**config.mk**
```make
export PLATFORM = sky130hd
export DESIGN_NAME = fpa_div_stage
export DESIGN_NICKNAME = d
export VERILOG_FILES = /design/src/hw/rtl/fpa_div_stage.sv
export SDC_FILE = /design/constraint.sdc
export NUM_CORES = 1
export LEC_CHECK = 0
export BUFFER_PORTS_ARGS = -buffer_cell sky130_fd_sc_hd__buf_4
export CAP_MARGIN = 10
export CORE_MARGIN = 5
export CORE_UTILIZATION = 52
export DETAILED_ROUTE_END_ITERATION = 8
export GPL_ROUTABILITY_DRIVEN = 1
export PLACE_DENSITY_LB_ADDON = 0.25
export SLEW_MARGIN = 20
export SYNTH_ARGS = -nofsm -noshare
export SYNTH_HDL_FRONTEND = slang
export SYNTH_SLANG_ARGS = --single-unit
export TNS_END_PERCENT = 30
```
**constraint.sdc**
```tcl
create_clock -name vclk -period 37.3
set_input_delay 0 -clock vclk [all_inputs]
set_output_delay 0 -clock vclk [all_outputs]
set_load 0.01 [all_outputs]
```
**src/hw/rtl/fpa_div_stage.sv**
```systemverilog
`timescale 1ns / 1ps
`default_nettype none
// One block of restoring-division steps on an unsigned numerator/divisor pair.
module fpa_div_stage #(
    parameter int NW    = 64,
    parameter int DW    = 33,
    parameter int STEPS = 8
) (
    input  wire logic [NW-1:0] i_num,
    input  wire logic [DW-1:0] i_rem,
    input  wire logic [DW-1:0] i_den,
    output logic      [NW-1:0] o_num,
    output logic      [DW-1:0] o_rem
);
    always_comb begin
        logic [DW:0] t;
        o_num = i_num;
        o_rem = i_rem;
        for (int s = 0; s < STEPS; s++) begin
            t = {o_rem, o_num[NW-1]};
            o_num = {o_num[NW-2:0], 1'b0};
            if (t >= {1'b0, i_den}) begin
                t = t - {1'b0, i_den};
                o_num[0] = 1'b1;
            end
            o_rem = t[DW-1:0];
        end
    end
endmodule
`default_nettype wire

```
==> flow_metrics.py, run 1 <==
metrics = {
    "placement": {
        "io_buffers": 115,
        "dp_hpwl_mm": 50.8,
        "place_congestion": 1.00,
    },
    "sta": {
        "fin_crit_sh": 0.887,
        "worst_pin_slew_ns": 1.08,
        "hold_violations": 0,
        "finalSetupViolCount": 0,
        "slew_viol_final": 0,
        "grt_setup_unrepaired": "no",
        "final.setup.tns_ns": 0,
        "timing.final.crit_period_ns": 33.09,
        "max_slew_margin": 0.275,
        "max_freq_mhz": 30.2,
    },
    "floorplanning": {
        "fp-row-count": 66,
        "core_area_mm2": 0.0325,
        "die_w_um": 191,
        "start_util": 0.526,
        "fp.dieArea_mm2": 0.0366,
        "ios": 227,
        "die_y_um": 191,
    },
    "logic_synthesis": {
        "avgSynthCellArea_um2": 7.02,
        "yosysWarnings": 0,
        "syn_area_mm2": 0.0171,
        "synth_fp_nets": 2842,
        "yosysSeqAreaShare": 0,
        "synth_cell_types": 99,
        "syn-instance-count": 2440,
    },
    "min_path": {
        "holdCritPathClass": "in2out",
        "hp-start": "i_num[19]",
    },
    "global_routing": {
        "grt_pass1_vias": 17819,
        "grt_use_met1": 0.380,
        "grt_pass1_wl_mm": 92.3,
        "grt_max_degree": 48,
        "track_usage": 0.307,
        "gr-total-overflow": 0,
        "antenna_found_initial": 0,
        "grt.busiest_layer": "met2",
        "met2_usage": 0.562,
        "grtUsageMet3": 0.0190,
    },
    "detailed_routing": {
        "wire_per_inst_um": 20.6,
        "drc": 0,
        "dr.pass1.iters": 5,
        "drt-total-wl_mm": 59.5,
        "vias_per_cell": 6.38,
        "via_count": 18415,
        "ant_nets": 0,
        "drt_iter0_drc": 1379,
    },
    "final_layout": {
        "nClkBuffers": 0,
        "diodes": 0,
        "drive_gt1_frac": 0.119,
        "fin_nets": 2850,
        "syn2layout_area_growth_pct": 4.41,
        "nFlopsAndLatches": 0,
        "regArea_um2": 0,
        "n_fill_cell": 3289,
    },
    "setup_path": {
        "slowest_stage": "a31oi_4",
        "required_ns": 37.30,
        "cp_max_fo": 47,
        "worst_setup_path_start_kind": "primary input",
        "critPathMaxStageDelay_ns": 0.79,
        "cp_data_arrival_time_ns": 33.09,
        "critPathKind": "in2out",
        "endpoint_kind": "primary output",
        "critPathLaunch": "i_den[17]",
    },
    "clocking": {
        "post_cts_buffers": 0,
        "post_cts_resized": 0,
        "ctsHoldBuffers": 0,
    },
    "flow_run": {
        "maxCapViolCount": 0,
    },
    "run_status": {
        "status": "finished, final reports clean",
    },
}
per-layer routing:
| layer | vias up | part of all wire |
|---|---|---|
| met2 | 656 | 0.48 |
| met5 | - | 0 |
| li1 | 8991 | - |
| met1 | 8664 | 0.42 |
| met3 | 104 | 0.055 |
| met4 | 0 | 0.041 |
final cells by class:
class	count	area [um2]	area share
multi-input combinational	2174	15800	0.887
timing repair buffer	120	901	0.0504
inverter	152	571	0.0319
tap	442	553	0.0309
cell families after synthesis:
family | count (synthesis) | share of synthesized area
AOI/OAI and AO/OA | 819 | 0.320
muxes | 131 | 0.0824
xor gates and xnor gates | 210 | 0.107
buffers and inverters | 266 | 0.0742
and+or+nand+nor | 742 | 0.213
adders and majority gates | 272 | 0.202
per-stage QoR:
step	hold slack (ns)	cells	worst slack, ns	util	instance area, um2
final	0.00000443	2888	4.21	0.549	17900
after global routing	0.0000151	2888	2.16	0.549	17900
after CTS	0.0000686	2888	4.51	0.549	17900
after detailed placement	0.0000686	2888	4.64	0.549	17900
after global placement	0.0000686	2888	5.19	0.549	17900
after floorplan	0.0918	2440	11.43	-	17100
critical path: cells and delay by family:
| family | cells | cell delay [ns] |
|---|---|---|
| AO/OA/AOI/OAI | 64 | 17.09 |
| adder cells (fa/ha/maj) | 8 | 3.03 |
| buffers and inverters | 14 | 4.26 |
| multiplexers | 4 | 1.60 |
| AND/OR/NAND/NOR | 26 | 6.96 |
cells in the final DEF, fill, tap and decap left out, drive strengths merged, types with 30 or more instances in the layout:
cell type,netlist,layout
nor2b,36,36
inv,152,152
mux2i,54,54
nor3,44,44
nand3,59,59
a21oi,239,239
o221ai,30,30
or2,48,48
nand2b,36,36
a21o,109,109
o21a,34,34
mux2,77,77
ha,264,264
nor2,192,192
nand2,191,191
o21ai,172,172
buf,87,120
nand4,34,34
xor2,86,86
xnor2,124,124
a211oi,30,30
synthesized netlist by cell type, types with 58 or more instances:
cell	count	area, um2
xor2_1	86	753
xnor2_1	124	1090
inv_1	145	544
nor2_1	192	721
nand2_1	191	717
buf_4	61	458
nand3_1	58	290
a21oi_1	238	1190
ha_1	264	3300
o21ai_0	155	776
a21o_1	109	818
mux2_2	76	856
worst paths after layout:
kind / endpoint / slack [ns] / cells past startpoint
worst max-delay path: o_rem[2] / 4.21 / 116
worst min-delay path: o_num[27] / 0.000004 / 0
Power of run 1 is not shown: default switching activity piles up to over one toggle a cycle in this logic, so the estimate is an artifact.
==> run 2: changes to the inputs <==
==> constraint.sdc (replaced) <==
create_clock -name vclk -period 34.8
set_input_delay 0 -clock vclk [all_inputs]
set_output_delay 0 -clock vclk [all_outputs]
set_load 0.01 [all_outputs]
==> run 2 against run 1 <==
Compared with the run above: critical path depth is 1 lower; highest routed layer unchanged; largest cell class unchanged; sequential cell count stayed put; critical path type unchanged; setup slack worse by 2.0 ns; critical endpoint unchanged; wire length is 0.47% higher.
==> flow_metrics.py, run 2 (synthesized netlist as in run 1, its figures left out) <==
metrics = {
    "sta": {
        "worst_pin_slew_ns": 1.18,
        "final.setup.tns_ns": 0,
        "slew_viol_final": 0,
        "timing.final.crit_period_ns": 32.57,
        "hold_violations": 0,
        "fin_crit_sh": 0.936,
        "grt_setup_unrepaired": "no",
        "finalSetupViolCount": 0,
        "finalWorstSetupSlack_ns": 2.23,
        "max_freq_mhz": 30.7,
        "max_slew_margin": 0.212,
    },
    "final_layout": {
        "nFlopsAndLatches": 0,
        "regArea_um2": 0,
        "syn2layout_area_growth_pct": 4.68,
        "diodes": 0,
        "final_common_cell": "ha_1",
        "nClkBuffers": 0,
        "final_util": 0.551,
        "fin_nets": 2854,
        "drive_gt1_frac": 0.121,
        "most-common-layout-cells": "ha_1, a21oi_1, nor2_1",
    },
    "detailed_routing": {
        "ant_nets": 0,
        "drt_iter0_drc": 1177,
        "vias_per_cell": 6.35,
        "dr.pass1.iters": 6,
        "via_count": 18374,
        "drt-total-wl_mm": 59.8,
        "drc": 0,
        "wire_per_inst_um": 20.7,
    },
    "placement": {
        "place_ws_ns": 1.85,
        "io_buffers": 115,
        "dp_hpwl_mm": 50.6,
        "place_congestion": 1.00,
    },
    "setup_path": {
        "path_buf_inv": 14,
        "cpLargestDelayFamily": "compound AO/OA/AOI/OAI gates",
        "required_ns": 34.80,
        "cp_data_arrival_time_ns": 32.57,
        "slowest_stage": "o41ai_1",
        "critPathMaxStageDelay_ns": 0.67,
        "cp_max_fo": 47,
        "endpoint_kind": "primary output",
        "critPathKind": "in2out",
        "worst_setup_path_start_kind": "primary input",
    },
    "global_routing": {
        "grt_pass1_vias": 17693,
        "grt_max_degree": 48,
        "grt_pass1_wl_mm": 91.2,
        "track_usage": 0.304,
        "gr-total-overflow": 0,
        "antenna_found_initial": 0,
    },
    "flow_run": {
        "maxCapViolCount": 0,
    },
    "floorplanning": {
        "die_w_um": 191,
        "start_util": 0.526,
        "ios": 227,
        "die_y_um": 191,
        "core_area_mm2": 0.0325,
        "fp-row-count": 66,
        "fp.dieArea_mm2": 0.0366,
    },
    "run_status": {
        "status": "finished, final reports clean",
    },
    "min_path": {
        "holdCritPathClass": "in2out",
    },
    "clocking": {
        "ctsHoldBuffers": 0,
    },
}
==> run 2: metrics by stage <==
step,std cells,instance area [um2],hold WS (ns)
after floorplan,2440,17100,0.0918
after global routing,2892,17900,0.0000151
after global placement,2888,17900,0.0000686
after detailed placement,2888,17900,0.0000686
final,2892,17900,0.00000394
after CTS,2888,17900,0.0000686
==> run 2: routing by layer <==
| metal | GRT usage | wire [um] | vias up | share of wire |
|---|---|---|---|---|
| li1 | - | - | 9008 | - |
| met1 | 0.374 | 25100 | 8577 | 0.42 |
| met2 | 0.552 | 29000 | 677 | 0.48 |
| met3 | 0.0197 | 3150 | 112 | 0.053 |
| met4 | 0.115 | 2570 | 0 | 0.043 |
| met5 | 0 | 0 | - | 0 |
==> run 2: final cells by class <==
class / count / area [um2]
inverters: 152 / 574
repair buffers: 122 / 916
multi-input cells: 2176 / 15900
fillers: 3253 / 14600
well taps: 442 / 553
==> run 2: final timing paths <==
path | cells after the start | from | endpoint | slack (ns)
setup / recovery | 115 | i_den[17] | o_rem[2] | 2.23
hold / removal | 0 | i_num[8] | o_num[16] | 0.000004
==> run 2: timing repair <==
action / 4_1_cts / 5_1_grt
buffers inserted: 0 / 2
setup endpoints to repair: 0 / 34
resized for setup: 0 / 5
Power of run 2 is left out for the same reason.
